==> config.mk <==
export PLATFORM = sky130hd
export DESIGN_NAME = rc5_block_encrypt_unit
export DESIGN_NICKNAME = d
export VERILOG_FILES = /design/src/sv/rc5_pkg.sv /design/src/sv/rc5_block_encrypt_unit.sv /design/src/sv/rc5_alu.sv /design/src/sv/rc5_rk_mem.sv
export SDC_FILE = /design/constraint.sdc
export NUM_CORES = 2
export LEC_CHECK = 0
export BUFFER_PORTS_ARGS = -buffer_cell sky130_fd_sc_hd__buf_2
export CAP_MARGIN = 40
export CORE_UTILIZATION = 55
export CTS_BUF_LIST = sky130_fd_sc_hd__clkbuf_16
export DETAILED_ROUTE_END_ITERATION = 8
export PLACE_DENSITY_LB_ADDON = 0.2
export SLEW_MARGIN = 20
export SYNTH_ARGS = -nofsm -noshare
export SYNTH_HDL_FRONTEND = slang
export SYNTH_SLANG_ARGS = --single-unit
export TNS_END_PERCENT = 1
==> constraint.sdc <==
create_clock -name clk_i -period 7.5 [get_ports clk_i]
set_input_delay 0.375 -clock clk_i [delete_from_list [all_inputs] [get_ports clk_i]]
set_output_delay 0.375 -clock clk_i [all_outputs]
set_load 0.05 [all_outputs]
==> src/sv/rc5_pkg.sv <==
// Shared types, constants and helper functions for the RC5 encrypt unit.
// No dependencies; every other RTL file refers to this package by scope.
package rc5_pkg;

  localparam int unsigned WordW    = 32;
  localparam int unsigned RotW     = 5;
  localparam int unsigned CfgIdxW  = 2;
  localparam int unsigned CfgDataW = 64;

  // Key schedule magic constants.
  localparam logic [WordW-1:0] MagicP = 32'hB7E15163;
  localparam logic [WordW-1:0] MagicQ = 32'h9E3779B9;
  // Fixed rotate used on the round-key half of each mixing step.
  localparam logic [RotW-1:0]  MixRot = 5'd3;

  // Configuration register indexes.
  localparam logic [CfgIdxW-1:0] RegKeyLow  = 2'd0;
  localparam logic [CfgIdxW-1:0] RegKeyHigh = 2'd1;

  typedef struct packed {
    logic [WordW-1:0] plain_a;
    logic [WordW-1:0] plain_b;
  } plain_t;

  typedef struct packed {
    logic [WordW-1:0] cipher_a;
    logic [WordW-1:0] cipher_b;
  } cipher_t;

  // Operation select for the shared arithmetic unit.
  typedef struct packed {
    logic            mix_add;  // 1: rotl(x + y + z, amt), 0: rotl(x ^ y, amt) + z
    logic [RotW-1:0] amt;
  } alu_op_t;

  // Left rotate of a 32-bit word; an amount of zero leaves the word unchanged.
  function automatic logic [WordW-1:0] rotl(input logic [WordW-1:0] v,
                                            input logic [RotW-1:0] s);
    logic [2*WordW-1:0] t;
    t = {v, v} << s;
    return t[2*WordW-1:WordW];
  endfunction

endpackage

==> src/sv/rc5_block_encrypt_unit.sv <==
// RC5-32/12/16 encrypt unit top level: sequencer, key registers and datapath registers.
// Depends on rc5_pkg, rc5_alu and rc5_rk_mem.
//
//   channel | direction | handshake               | payload
//   --------+-----------+-------------------------+-------------------------------
//   in      | sink      | in_valid_i / in_stall_o   | in_data_i   (plain_a, plain_b)
//   out     | source    | out_valid_o / out_stall_i | out_data_o  (cipher_a, cipher_b)
//   cfg     | sink      | cfg_valid_i / cfg_ready_o | cfg_index_i, cfg_data_i
//
// A block runs 2*(ROUNDS+1) steps in the shared unit, one half-round per cycle,
// and then S_DONE loads the output register.
// The first block after a key write first runs the key schedule, 3*2*(ROUNDS+1) mixing
// steps in the shared unit, each an S_MIX_A state followed by an S_MIX_B state.
// Reset clears the key registers to zero and marks the schedule as stale.
// A finished result waits in the output register while out_stall_i is high; the next
// block is taken meanwhile, and the unit holds its own result until the register frees.
module rc5_block_encrypt_unit #(
  parameter int unsigned ROUNDS = 12
) (
  input  logic                          clk_i,
  input  logic                          rst_ni,
  input  logic                          in_valid_i,
  output logic                          in_stall_o,
  input  rc5_pkg::plain_t               in_data_i,
  output logic                          out_valid_o,
  input  logic                          out_stall_i,
  output rc5_pkg::cipher_t              out_data_o,
  input  logic                          cfg_valid_i,
  output logic                          cfg_ready_o,
  input  logic [rc5_pkg::CfgIdxW-1:0]   cfg_index_i,
  input  logic [rc5_pkg::CfgDataW-1:0]  cfg_data_i
);

  localparam int unsigned NumRk  = 2 * (ROUNDS + 1);
  localparam int unsigned RkAw   = $clog2(NumRk);
  localparam int unsigned WordW  = rc5_pkg::WordW;
  localparam logic [RkAw-1:0] LastRk = RkAw'(NumRk - 1);

  localparam logic [2:0] S_IDLE  = 3'd0;
  localparam logic [2:0] S_MIX_A = 3'd1;
  localparam logic [2:0] S_MIX_B = 3'd2;
  localparam logic [2:0] S_RUN   = 3'd3;
  localparam logic [2:0] S_DONE  = 3'd4;

  localparam logic [1:0] LastPass = 2'd2;

  logic [2:0]                   state_q, state_d;
  logic [rc5_pkg::CfgDataW-1:0] key_low_q, key_low_d;
  logic [rc5_pkg::CfgDataW-1:0] key_high_q, key_high_d;
  logic                         sched_valid_q, sched_valid_d;
  logic                         out_valid_q, out_valid_d;
  rc5_pkg::cipher_t             out_data_q, out_data_d;

  logic [WordW-1:0]             kw_q [4];
  logic [WordW-1:0]             kw_d [4];
  logic [1:0]                   wi_q, wi_d;
  logic [RkAw-1:0]              ri_q, ri_d;
  logic [1:0]                   pass_q, pass_d;
  logic [WordW-1:0]             init_q, init_d;
  logic [WordW-1:0]             ma_q, ma_d;
  logic [WordW-1:0]             mb_q, mb_d;
  logic [WordW-1:0]             da_q, da_d;
  logic [WordW-1:0]             db_q, db_d;

  rc5_pkg::alu_op_t             alu_op;
  logic [WordW-1:0]             alu_x, alu_y, alu_z, alu_res;
  logic [WordW-1:0]             rk_rdata;
  logic [RkAw-1:0]              rk_raddr;
  logic                         rk_we;
  logic [RkAw-1:0]              ri_next;
  logic                         ri_last;
  logic                         run_odd;
  logic                         run_whiten;
  logic [rc5_pkg::RotW-1:0]     mix_amt;

  assign in_stall_o  = (state_q != S_IDLE);
  assign cfg_ready_o = 1'b1;
  assign out_valid_o = out_valid_q;
  assign out_data_o  = out_data_q;

  assign ri_last    = (ri_q == LastRk);
  assign ri_next    = ri_last ? '0 : ri_q + RkAw'(1);
  assign run_odd    = ri_q[0];
  assign run_whiten = (ri_q[RkAw-1:1] == '0);
  assign mix_amt    = ma_q[rc5_pkg::RotW-1:0] + mb_q[rc5_pkg::RotW-1:0];

  // Operand selection for the shared unit.
  always_comb begin
    alu_op.mix_add = 1'b1;
    alu_op.amt     = '0;
    alu_x          = '0;
    alu_y          = '0;
    alu_z          = '0;
    unique case (state_q)
      S_MIX_A: begin
        // The first pass reads the seeded table value from the running seed.
        alu_op.amt = rc5_pkg::MixRot;
        alu_x      = (pass_q == 2'd0) ? init_q : rk_rdata;
        alu_y      = ma_q;
        alu_z      = mb_q;
      end
      S_MIX_B: begin
        alu_op.amt = mix_amt;
        alu_x      = kw_q[wi_q];
        alu_y      = ma_q;
        alu_z      = mb_q;
      end
      S_RUN: begin
        // The first two steps only whiten: no xor and no rotate.
        alu_op.mix_add = 1'b0;
        alu_x          = run_odd ? db_q : da_q;
        alu_y          = run_whiten ? '0 : (run_odd ? da_q : db_q);
        alu_op.amt     = run_whiten ? '0 :
                         (run_odd ? da_q[rc5_pkg::RotW-1:0] : db_q[rc5_pkg::RotW-1:0]);
        alu_z          = rk_rdata;
      end
      default: begin
        alu_op.mix_add = 1'b1;
      end
    endcase
  end

  rc5_alu u_alu (
    .op_i  (alu_op),
    .x_i   (alu_x),
    .y_i   (alu_y),
    .z_i   (alu_z),
    .res_o (alu_res)
  );

  // Table port control: the address is issued in the cycle before its use.
  always_comb begin
    rk_we    = (state_q == S_MIX_A);
    rk_raddr = ri_q;
    unique case (state_q)
      S_IDLE:  rk_raddr = '0;
      S_MIX_B: rk_raddr = ri_next;
      S_RUN:   rk_raddr = ri_next;
      default: rk_raddr = ri_q;
    endcase
  end

  rc5_rk_mem #(
    .Depth (NumRk),
    .AddrW (RkAw)
  ) u_rk_mem (
    .clk_i   (clk_i),
    .we_i    (rk_we),
    .waddr_i (ri_q),
    .wdata_i (alu_res),
    .raddr_i (rk_raddr),
    .rdata_o (rk_rdata)
  );

  // Sequencer and register updates.
  always_comb begin
    state_d       = state_q;
    key_low_d     = key_low_q;
    key_high_d    = key_high_q;
    sched_valid_d = sched_valid_q;
    out_valid_d   = out_valid_q && out_stall_i;
    out_data_d    = out_data_q;
    kw_d          = kw_q;
    wi_d          = wi_q;
    ri_d          = ri_q;
    pass_d        = pass_q;
    init_d        = init_q;
    ma_d          = ma_q;
    mb_d          = mb_q;
    da_d          = da_q;
    db_d          = db_q;

    unique case (state_q)
      S_IDLE: begin
        if (in_valid_i) begin
          da_d = in_data_i.plain_a;
          db_d = in_data_i.plain_b;
          ri_d = '0;
          if (sched_valid_q) begin
            state_d = S_RUN;
          end else begin
            // Load the key words and start the schedule from the seed.
            kw_d[0] = key_low_q[WordW-1:0];
            kw_d[1] = key_low_q[2*WordW-1:WordW];
            kw_d[2] = key_high_q[WordW-1:0];
            kw_d[3] = key_high_q[2*WordW-1:WordW];
            wi_d    = '0;
            pass_d  = '0;
            init_d  = rc5_pkg::MagicP;
            ma_d    = '0;
            mb_d    = '0;
            state_d = S_MIX_A;
          end
        end
      end
      S_MIX_A: begin
        ma_d    = alu_res;
        state_d = S_MIX_B;
      end
      S_MIX_B: begin
        mb_d       = alu_res;
        kw_d[wi_q] = alu_res;
        wi_d       = wi_q + 2'd1;
        init_d     = init_q + rc5_pkg::MagicQ;
        ri_d       = ri_next;
        state_d    = S_MIX_A;
        if (ri_last) begin
          if (pass_q == LastPass) begin
            sched_valid_d = 1'b1;
            state_d       = S_RUN;
          end else begin
            pass_d = pass_q + 2'd1;
          end
        end
      end
      S_RUN: begin
        if (run_odd) begin
          db_d = alu_res;
        end else begin
          da_d = alu_res;
        end
        ri_d = ri_next;
        if (ri_last) begin
          state_d = S_DONE;
        end
      end
      S_DONE: begin
        if (!out_valid_q || !out_stall_i) begin
          out_valid_d         = 1'b1;
          out_data_d.cipher_a = da_q;
          out_data_d.cipher_b = db_q;
          state_d             = S_IDLE;
        end
      end
      default: begin
        state_d = S_IDLE;
      end
    endcase

    // Key register writes mark the schedule stale.
    if (cfg_valid_i) begin
      unique case (cfg_index_i)
        rc5_pkg::RegKeyLow: begin
          key_low_d     = cfg_data_i;
          sched_valid_d = 1'b0;
        end
        rc5_pkg::RegKeyHigh: begin
          key_high_d    = cfg_data_i;
          sched_valid_d = 1'b0;
        end
        default: begin
          sched_valid_d = sched_valid_d;
        end
      endcase
    end
  end

  // Control state with reset.
  always_ff @(posedge clk_i or negedge rst_ni) begin
    if (!rst_ni) begin
      state_q       <= S_IDLE;
      key_low_q     <= '0;
      key_high_q    <= '0;
      sched_valid_q <= 1'b0;
      out_valid_q   <= 1'b0;
    end else begin
      state_q       <= state_d;
      key_low_q     <= key_low_d;
      key_high_q    <= key_high_d;
      sched_valid_q <= sched_valid_d;
      out_valid_q   <= out_valid_d;
    end
  end

  // Datapath registers.
  always_ff @(posedge clk_i) begin
    out_data_q <= out_data_d;
    kw_q       <= kw_d;
    wi_q       <= wi_d;
    ri_q       <= ri_d;
    pass_q     <= pass_d;
    init_q     <= init_d;
    ma_q       <= ma_d;
    mb_q       <= mb_d;
    da_q       <= da_d;
    db_q       <= db_d;
  end

endmodule

==> src/sv/rc5_alu.sv <==
// Shared add / xor / rotate unit used for both key mixing and cipher rounds.
// Depends on rc5_pkg for the operation struct and the rotate function.
module rc5_alu (
  input  rc5_pkg::alu_op_t             op_i,
  input  logic [rc5_pkg::WordW-1:0]    x_i,
  input  logic [rc5_pkg::WordW-1:0]    y_i,
  input  logic [rc5_pkg::WordW-1:0]    z_i,
  output logic [rc5_pkg::WordW-1:0]    res_o
);

  logic [rc5_pkg::WordW-1:0] sum3;
  logic [rc5_pkg::WordW-1:0] xor_rot;

  // Three-operand sum for the key schedule, xor then rotate for the rounds.
  assign sum3    = x_i + y_i + z_i;
  assign xor_rot = rc5_pkg::rotl(x_i ^ y_i, op_i.amt);

  assign res_o = op_i.mix_add ? rc5_pkg::rotl(sum3, op_i.amt) : (xor_rot + z_i);

endmodule

==> src/sv/rc5_rk_mem.sv <==
// Round-key table: one write port and one read port with registered read data.
// Depends on rc5_pkg for the word width.
module rc5_rk_mem #(
  parameter int unsigned Depth = 26,
  parameter int unsigned AddrW = 5
) (
  input  logic                       clk_i,
  input  logic                       we_i,
  input  logic [AddrW-1:0]           waddr_i,
  input  logic [rc5_pkg::WordW-1:0]  wdata_i,
  input  logic [AddrW-1:0]           raddr_i,
  output logic [rc5_pkg::WordW-1:0]  rdata_o
);

  logic [rc5_pkg::WordW-1:0] mem_q [Depth];
  logic [rc5_pkg::WordW-1:0] rdata_q;

  // Write port.
  always_ff @(posedge clk_i) begin
    if (we_i) begin
      mem_q[waddr_i] <= wdata_i;
    end
  end

  // Read port, data appears in the cycle after the address.
  always_ff @(posedge clk_i) begin
    rdata_q <= mem_q[raddr_i];
  end

  assign rdata_o = rdata_q;

endmodule

Word-level counts from Yosys, hierarchy flattened

Memory sizes are Yosys's and may differ from the RTL's. A register that Yosys moved wholly into a read port is not among the register bits.
Cells that the tools add are included.

Output and inout bits: 67
Register bits: 494
Memory bits (writable): 832
Input port bits: 135
Word-level logic and storage cells: 135
Memories kept: 1

Memory list:

| name           | words | width | read ports | clocked after Yosys merged registers in | write ports | line             | source |
|---|---|---|---|---|---|---|---|
| u_rk_mem.mem_q | 26    | 32    | 1          | 1                                       | 1           | rc5_rk_mem.sv:15 | `logic [rc5_pkg::WordW-1:0] mem_q [Depth];` |

Mux-type cells: 59
Equality and inequality tests: 15
$add $sub $neg: 8
Shift-type cells: 2
Reductions and logical operators: 27
Bitwise gates (word level): 2
Magnitude comparators: 2

Operators by type and width:

| operator                 | number |
|---|---|
| $mux W32                 | 16 |
| $pmux W32 S2             | 7 |
| $mux W128                | 2 |
| $pmux W128 S2            | 1 |
| $bwmux W128              | 1 |
| $shl A64 B5 Y64          | 2 |
| $add A32 B32 Y32         | 3 |
| $pmux W32 S3             | 1 |
| $bmux W32 S2             | 1 |
| $demux W32 S2            | 1 |
| $add A32 B32 Y32 const B | 1 |
| $xor A32 B32 Y32         | 1 |
| $mux W5                  | 4 |
| $pmux W5 S2              | 2 |
| $ne A2 B2 Y1 const B     | 8 |
| $pmux W3 S5              | 1 |
| $pmux W5 S3              | 1 |
| $reduce_and A3 Y1        | 5 |
| $mux W2                  | 7 |
| $mux W1                  | 9 |
| $mux W3                  | 3 |
| $pmux W2 S2              | 2 |
| $reduce_and A2 Y1        | 4 |
| $reduce_bool A2 Y1       | 4 |
| 21 further kinds         | 28 |

Logic depth before layout (Yosys ltp)

Word-level depth: 11
Gate-level depth with buffers: 30
Depth with buffers taken out: 28

Cells and area by module

Synthesis repeated with hierarchy kept, for this count alone.

Cells, all modules: 4693
Area total of the unflattened synthesis: 65166.2 um^2

Modules (own cells, without submodules):

| module                 | cells each | sequential area each (um^2) | area an instance (um^2) | instances |
|---|---|---|---|---|
| rc5_rk_mem             | 1540       | 25624.6                     | 32856.5                 | 1 |
| rc5_block_encrypt_unit | 1936       | 14168.6                     | 22960.8                 | 1 |
| rc5_alu                | 1217       | 0.0                         | 9349.0                  | 1 |

Worst setup path before layout

OpenSTA, ideal clock, no wires.

Path kind: register -> register
Start point: register ma_q[0]
End point: memory u_rk_mem.mem_q[0][17] (netlist bit), data pin
Data arrival time: 6.400 ns
Slack: 0.684 ns
Clock period less this slack: 6.816 ns
Cell stages (with the launch flop): 26
Cells stage by stage: edfxtp_1 > ha_1 > inv_1 > fa_1 > o21a_1 > a311oi_1 > buf_2 > buf_2 > buf_2 > clkbuf_1 > mux2i_1 > mux2i_1 > mux2i_1 > nand2_1 > o21ai_0 > ha_1 > a2111oi_0 > nand2_1 > o21ai_0 > nor2_1 > a21bo_2 > o31a_1 > o31ai_1 > xnor2_1 > nand2_1 > a21boi_0

Word-level cells in the longest chain between the ends: 5
Elaborated cells between the ends (all ways): 10
Classes of those cells: add/sub (4); shift (2); mux (3); bitwise (1)

Ends and longest elaborated chain:

| item                                                       | line                                                       | source |
|---|---|---|
| start: declaration                                         | rc5_block_encrypt_unit.sv:60                               | `logic [WordW-1:0] ma_q, ma_d;` |
| start signal: assignment                                   | rc5_block_encrypt_unit.sv:283                              | `ma_q <= ma_d;` |
| $pmux W32 S2 / $add A5 B5 Y5 (equally long branches)       | rc5_block_encrypt_unit.sv:94, rc5_block_encrypt_unit.sv:85 |  |
| $add A32 B32 Y32, or another cell as far along             | rc5_alu.sv:15                                              | `assign sum3 = x_i + y_i + z_i;` |
| $add A32 B32 Y32 / $shl A64 B5 Y64 (equally long branches) | rc5_alu.sv:15, rc5_pkg.sv:40                               |  |
| $shl A64 B5 Y64 / $add A32 B32 Y32 (equally long branches) | rc5_pkg.sv:40, rc5_alu.sv:18                               |  |
| $mux W32 (*)                                               | rc5_alu.sv:18                                              | `assign res_o = op_i.mix_add ? rc5_pkg::rotl(sum3, op_i.amt) : (xor_rot + z_i);` |
| via alu_res[17]                                            | rc5_block_encrypt_unit.sv:66                               | `logic [WordW-1:0] alu_x, alu_y, alu_z, alu_res;` |
| end: declaration                                           | rc5_rk_mem.sv:15                                           |  |

The timed path passes the listed nets; every way through them passes the cells marked *.

Final worst setup path

Start point: register pass_q[0]
End point: memory u_rk_mem.mem_q[1][19] (netlist bit), data pin

Word-level cells in the longest chain between the ends: 7
Elaborated cells between the ends (all ways): 10
Classes of those cells: add/sub (3); shift (2); mux (3); bitwise (1); reduce/logical (1)

Ends and longest elaborated chain:

| item                                                        | line                          | source |
|---|---|---|
| start: declaration                                          | rc5_block_encrypt_unit.sv:58  | `logic [1:0] pass_q, pass_d;` |
| start signal: assignment                                    | rc5_block_encrypt_unit.sv:281 | `pass_q <= pass_d;` |
| $logic_not A2 Y1 (*)                                        | rc5_block_encrypt_unit.sv:98  | `alu_x = (pass_q == 2'd0) ? init_q : rk_rdata;` |
| $mux W32 (*)                                                | rc5_block_encrypt_unit.sv:98  |  |
| $pmux W32 S3 (*)                                            | rc5_block_encrypt_unit.sv:94  | `unique case (state_q)` |
| $add A32 B32 Y32 / $xor A32 B32 Y32 (equally long branches) | rc5_alu.sv:15, rc5_alu.sv:16  |  |
| $add A32 B32 Y32 / $shl A64 B5 Y64 (equally long branches)  | rc5_alu.sv:15, rc5_pkg.sv:40  |  |
| $shl A64 B5 Y64 / $add A32 B32 Y32 (equally long branches)  | rc5_pkg.sv:40, rc5_alu.sv:18  |  |
| $mux W32 (*)                                                | rc5_alu.sv:18                 |  |
| via alu_res[19]                                             | rc5_block_encrypt_unit.sv:66  |  |

Marks and branches as above.

==> impl_metrics.env <==
export IMPL_critical_path_startpoint_type="flip-flop"
export IMPL_h_tree_depth=4
export IMPL_grt_setup_unrepaired="no"
export IMPL_syn_area_per_cell_um2=11.5
export IMPL_clockRootBuffer="clkbuf_16"
export IMPL_fin_tns_setup_ns=0
export IMPL_hold_path_class="in2reg"
export IMPL_antenna_found_initial=8
export IMPL_synth_area_leaders="edfxtp_1, nand2_1, dfrtp_1, mux2i_1, mux2_2"
export IMPL_path_class="reg2reg"
export IMPL_relSlewSlack_pct=36.3
export IMPL_path_clk_slew_ns=0.06
export IMPL_hold_viol=0
export IMPL_worst_slack_ns=0.278
export IMPL_yosysMostFrequentCell="nand2_1"
export IMPL_synth_cell_types=94
export IMPL_grt_pass1_wl_mm=319
export IMPL_routabilityCongestion=1.06
export IMPL_synth_cells=5667
export IMPL_synthFlopType="edfxtp_1"
export IMPL_cts_made_buffers=138
export IMPL_worstSetupEndpointType="flip-flop"
export IMPL_area_growth_pct=16.0
export IMPL_insertedDiodeCount=0
export IMPL_hold_path_startpoint="cfg_valid_i"
export IMPL_setup_viol=0
export IMPL_drc=0
export IMPL_groute_usage_overall_pct=36.6
export IMPL_post_cts_buffers=0
export IMPL_arrival_ns=7.82
export IMPL_core_area_mm2=0.118
export IMPL_yosysTopAreaCellShare_pct=54.8
export IMPL_dieHeight_um=347
export IMPL_cts_buffer_depth=3
export IMPL_ys_seq_area_share_pct=60.9
export IMPL_finalCritPeriodShare_pct=96.3
export IMPL_die_area_mm2=0.120
export IMPL_drive_gt1_share_pct=15.2
export IMPL_grt_max_degree=177
export IMPL_maxSlewViolCount=0
export IMPL_max_freq_mhz=138
export IMPL_grt_pass1_vias=46700
export IMPL_first_iter_violations=6562
export IMPL_timing_rr_start="pass_q[0]"
export IMPL_ff2ff_setup_slack_ns=0.28
export IMPL_cpPeakStageDelay_ns=0.46
export IMPL_wl_per_cell_um=28.9
export IMPL_layout_min_cycle_time_ns=7.22
export IMPL_crit_fanout=26
export IMPL_start_util_pct=55.4
export IMPL_startpoint="pass_q[0]"
export IMPL_synth_nets=5943
export IMPL_drt_total_wl_mm=222
export IMPL_ys_ff_latch=1358
export IMPL_numPortBuffers=200
export IMPL_synth_edff_count=1193
export IMPL_die_w_um=347
export IMPL_rows=126
export IMPL_worstMarginPinSlew_ns=0.951
export IMPL_yosysWarnings=0
export IMPL_status="finished clean"
export IMPL_vias=49400
export IMPL_dr_pass1_iters=6
export IMPL_ios=202
export IMPL_grt_overflow_total=0
export IMPL_cp_slowest_cell="o21ai_0"
export IMPL_post_place_ws_ns=0.520
export IMPL_syn_area_mm2=0.0653
export IMPL_cts_tree="yes"
export IMPL_place_hpwl_mm=146
export IMPL_fin_util_pct=64.2
export IMPL_ys_async_sr_fraction_pct=9.79
export IMPL_synthTopCellsByCount="nand2_1, edfxtp_1, clkbuf_1"
export IMPL_clkLatencyLatePin_ns=0.78
export IMPL_yosys_area_top_type="edfxtp_1"
export IMPL_post_drt_via_cell_ratio=6.43
export IMPL_drtAntennaViolNets=0
export IMPL_clock_sinks=1358
export IMPL_fin_worst_skew_ns=0.0455
export IMPL_fin_nets=6314
export IMPL_maxCapViolations=0
export IMPL_cp_required_ns=8.10
-- worst paths after layout --
kind,cells after the start,endpoint
max,30,u_rk_mem.mem_q[1][19]
min,3,sched_valid_q
max reg2reg,30,u_rk_mem.mem_q[1][19]
min reg2reg,0,out_data_o[11]
max in group asynchronous,4,key_low_q[4]
min in group asynchronous,2,key_low_q[55]
-- logic make-up (layout without fill, tap and decap cells) --
family	count (synthesis)	count (layout)	share of synthesized area [%]
DFF	1358	1358	60.9
other	1	1	0.00574
and+or+nand+nor	2108	2108	13.6
muxes	397	397	7.01
xor gates and xnor gates	76	76	1.04
adders and majority gates	141	141	3.09
buffers and inverters	558	1040	3.29
AOI/OAI and AO/OA	1028	1028	11.0
-- layout make-up --
| class | count | area, µm² |
|---|---|---|
| multi-input combinational | 3751 | 23900 |
| clock inverter | 111 | 935 |
| timing repair buffer | 605 | 5060 |
| tap | 1536 | 1920 |
| inverter | 184 | 691 |
| clock buffer | 140 | 3500 |
| fill | 8860 | 42200 |
| sequential | 1358 | 39800 |
-- routing by layer --
layer  routed length, µm  track usage (%)  vias up
li1                    -                -    21500
met1               90800             53.6    24500
met2               98400             54.6     3014
met3               25200             7.58      423
met4                7970             12.1        2
met5                  13                0        -
-- worst max-delay path, delay by kind of cell, from the launching register on --
family | cells | cell delay [ns]
adders and majority gates | 3 | 1.17
and+or+nand+nor | 7 | 0.71
buffers and inverters | 6 | 1.20
xor gates and xnor gates | 1 | 0.31
AOI/OAI and AO/OA | 9 | 2.56
muxes | 4 | 0.68
DFF | 1 | 0.39
-- sequential cells by signal (all words and copies together) (netlist names) --
register	flops
sched_valid_q	1
wi_q	2
init_q	32
out_valid_o	1
u_rk_mem.mem_q	832
ma_q	32
out_data_o	64
key_low_q	64
key_high_q	64
kw_q	128
da_q	32
db_q	32
mb_q	32
u_rk_mem.rdata_o	32
state_q	3
pass_q	2
ri_q	5
-- metrics by stage --
step                instance area, µm²  hold WS (ns)  instances
detailed placement               70000         0.389       7302
global placement                 69700         0.376       7282
global route                     75800        0.0596       7685
CTS                              75800        0.0127       7685
floorplan                        65300        0.0794       5667
finish                           75800        0.0536       7685
-- repair_timing --
item	4_1_cts	5_1_grt
hold buffers	132	0
gates resized for setup	0	1
setup endpoints to repair	0	26
hold endpoints to repair	254	0
-- layout by cell type, fill, tap and decap left out, types with 13 or more instances in the layout --
master,n
edfxtp_1,1193
mux2i_1,214
xor2_1,30
nand4_1,14
nand2_1,1343
clkbuf_16,140
clkinv_2,13
o21a_1,47
mux4_2,32
nand3_1,254
a21o_1,84
fa_1,34
buf_2,200
a21oi_1,156
and2_1,21
a211oi_1,59
a31oi_1,88
a22oi_1,37
ha_1,106
nor3_1,39
a311oi_1,166
xnor2_1,45
dlygate4sd3_1,132
buf_12,46
dfrtp_1,133
nor2_4,28
dfxtp_1,32
o211ai_1,25
and3_1,112
o21ai_0,166
clkinv_1,33
nor2_1,217
mux2_2,145
buf_4,215
a22o_1,33
inv_1,217
Power is not shown: default switching activity piles up to over one toggle a cycle in this logic, so the estimate is an artifact.
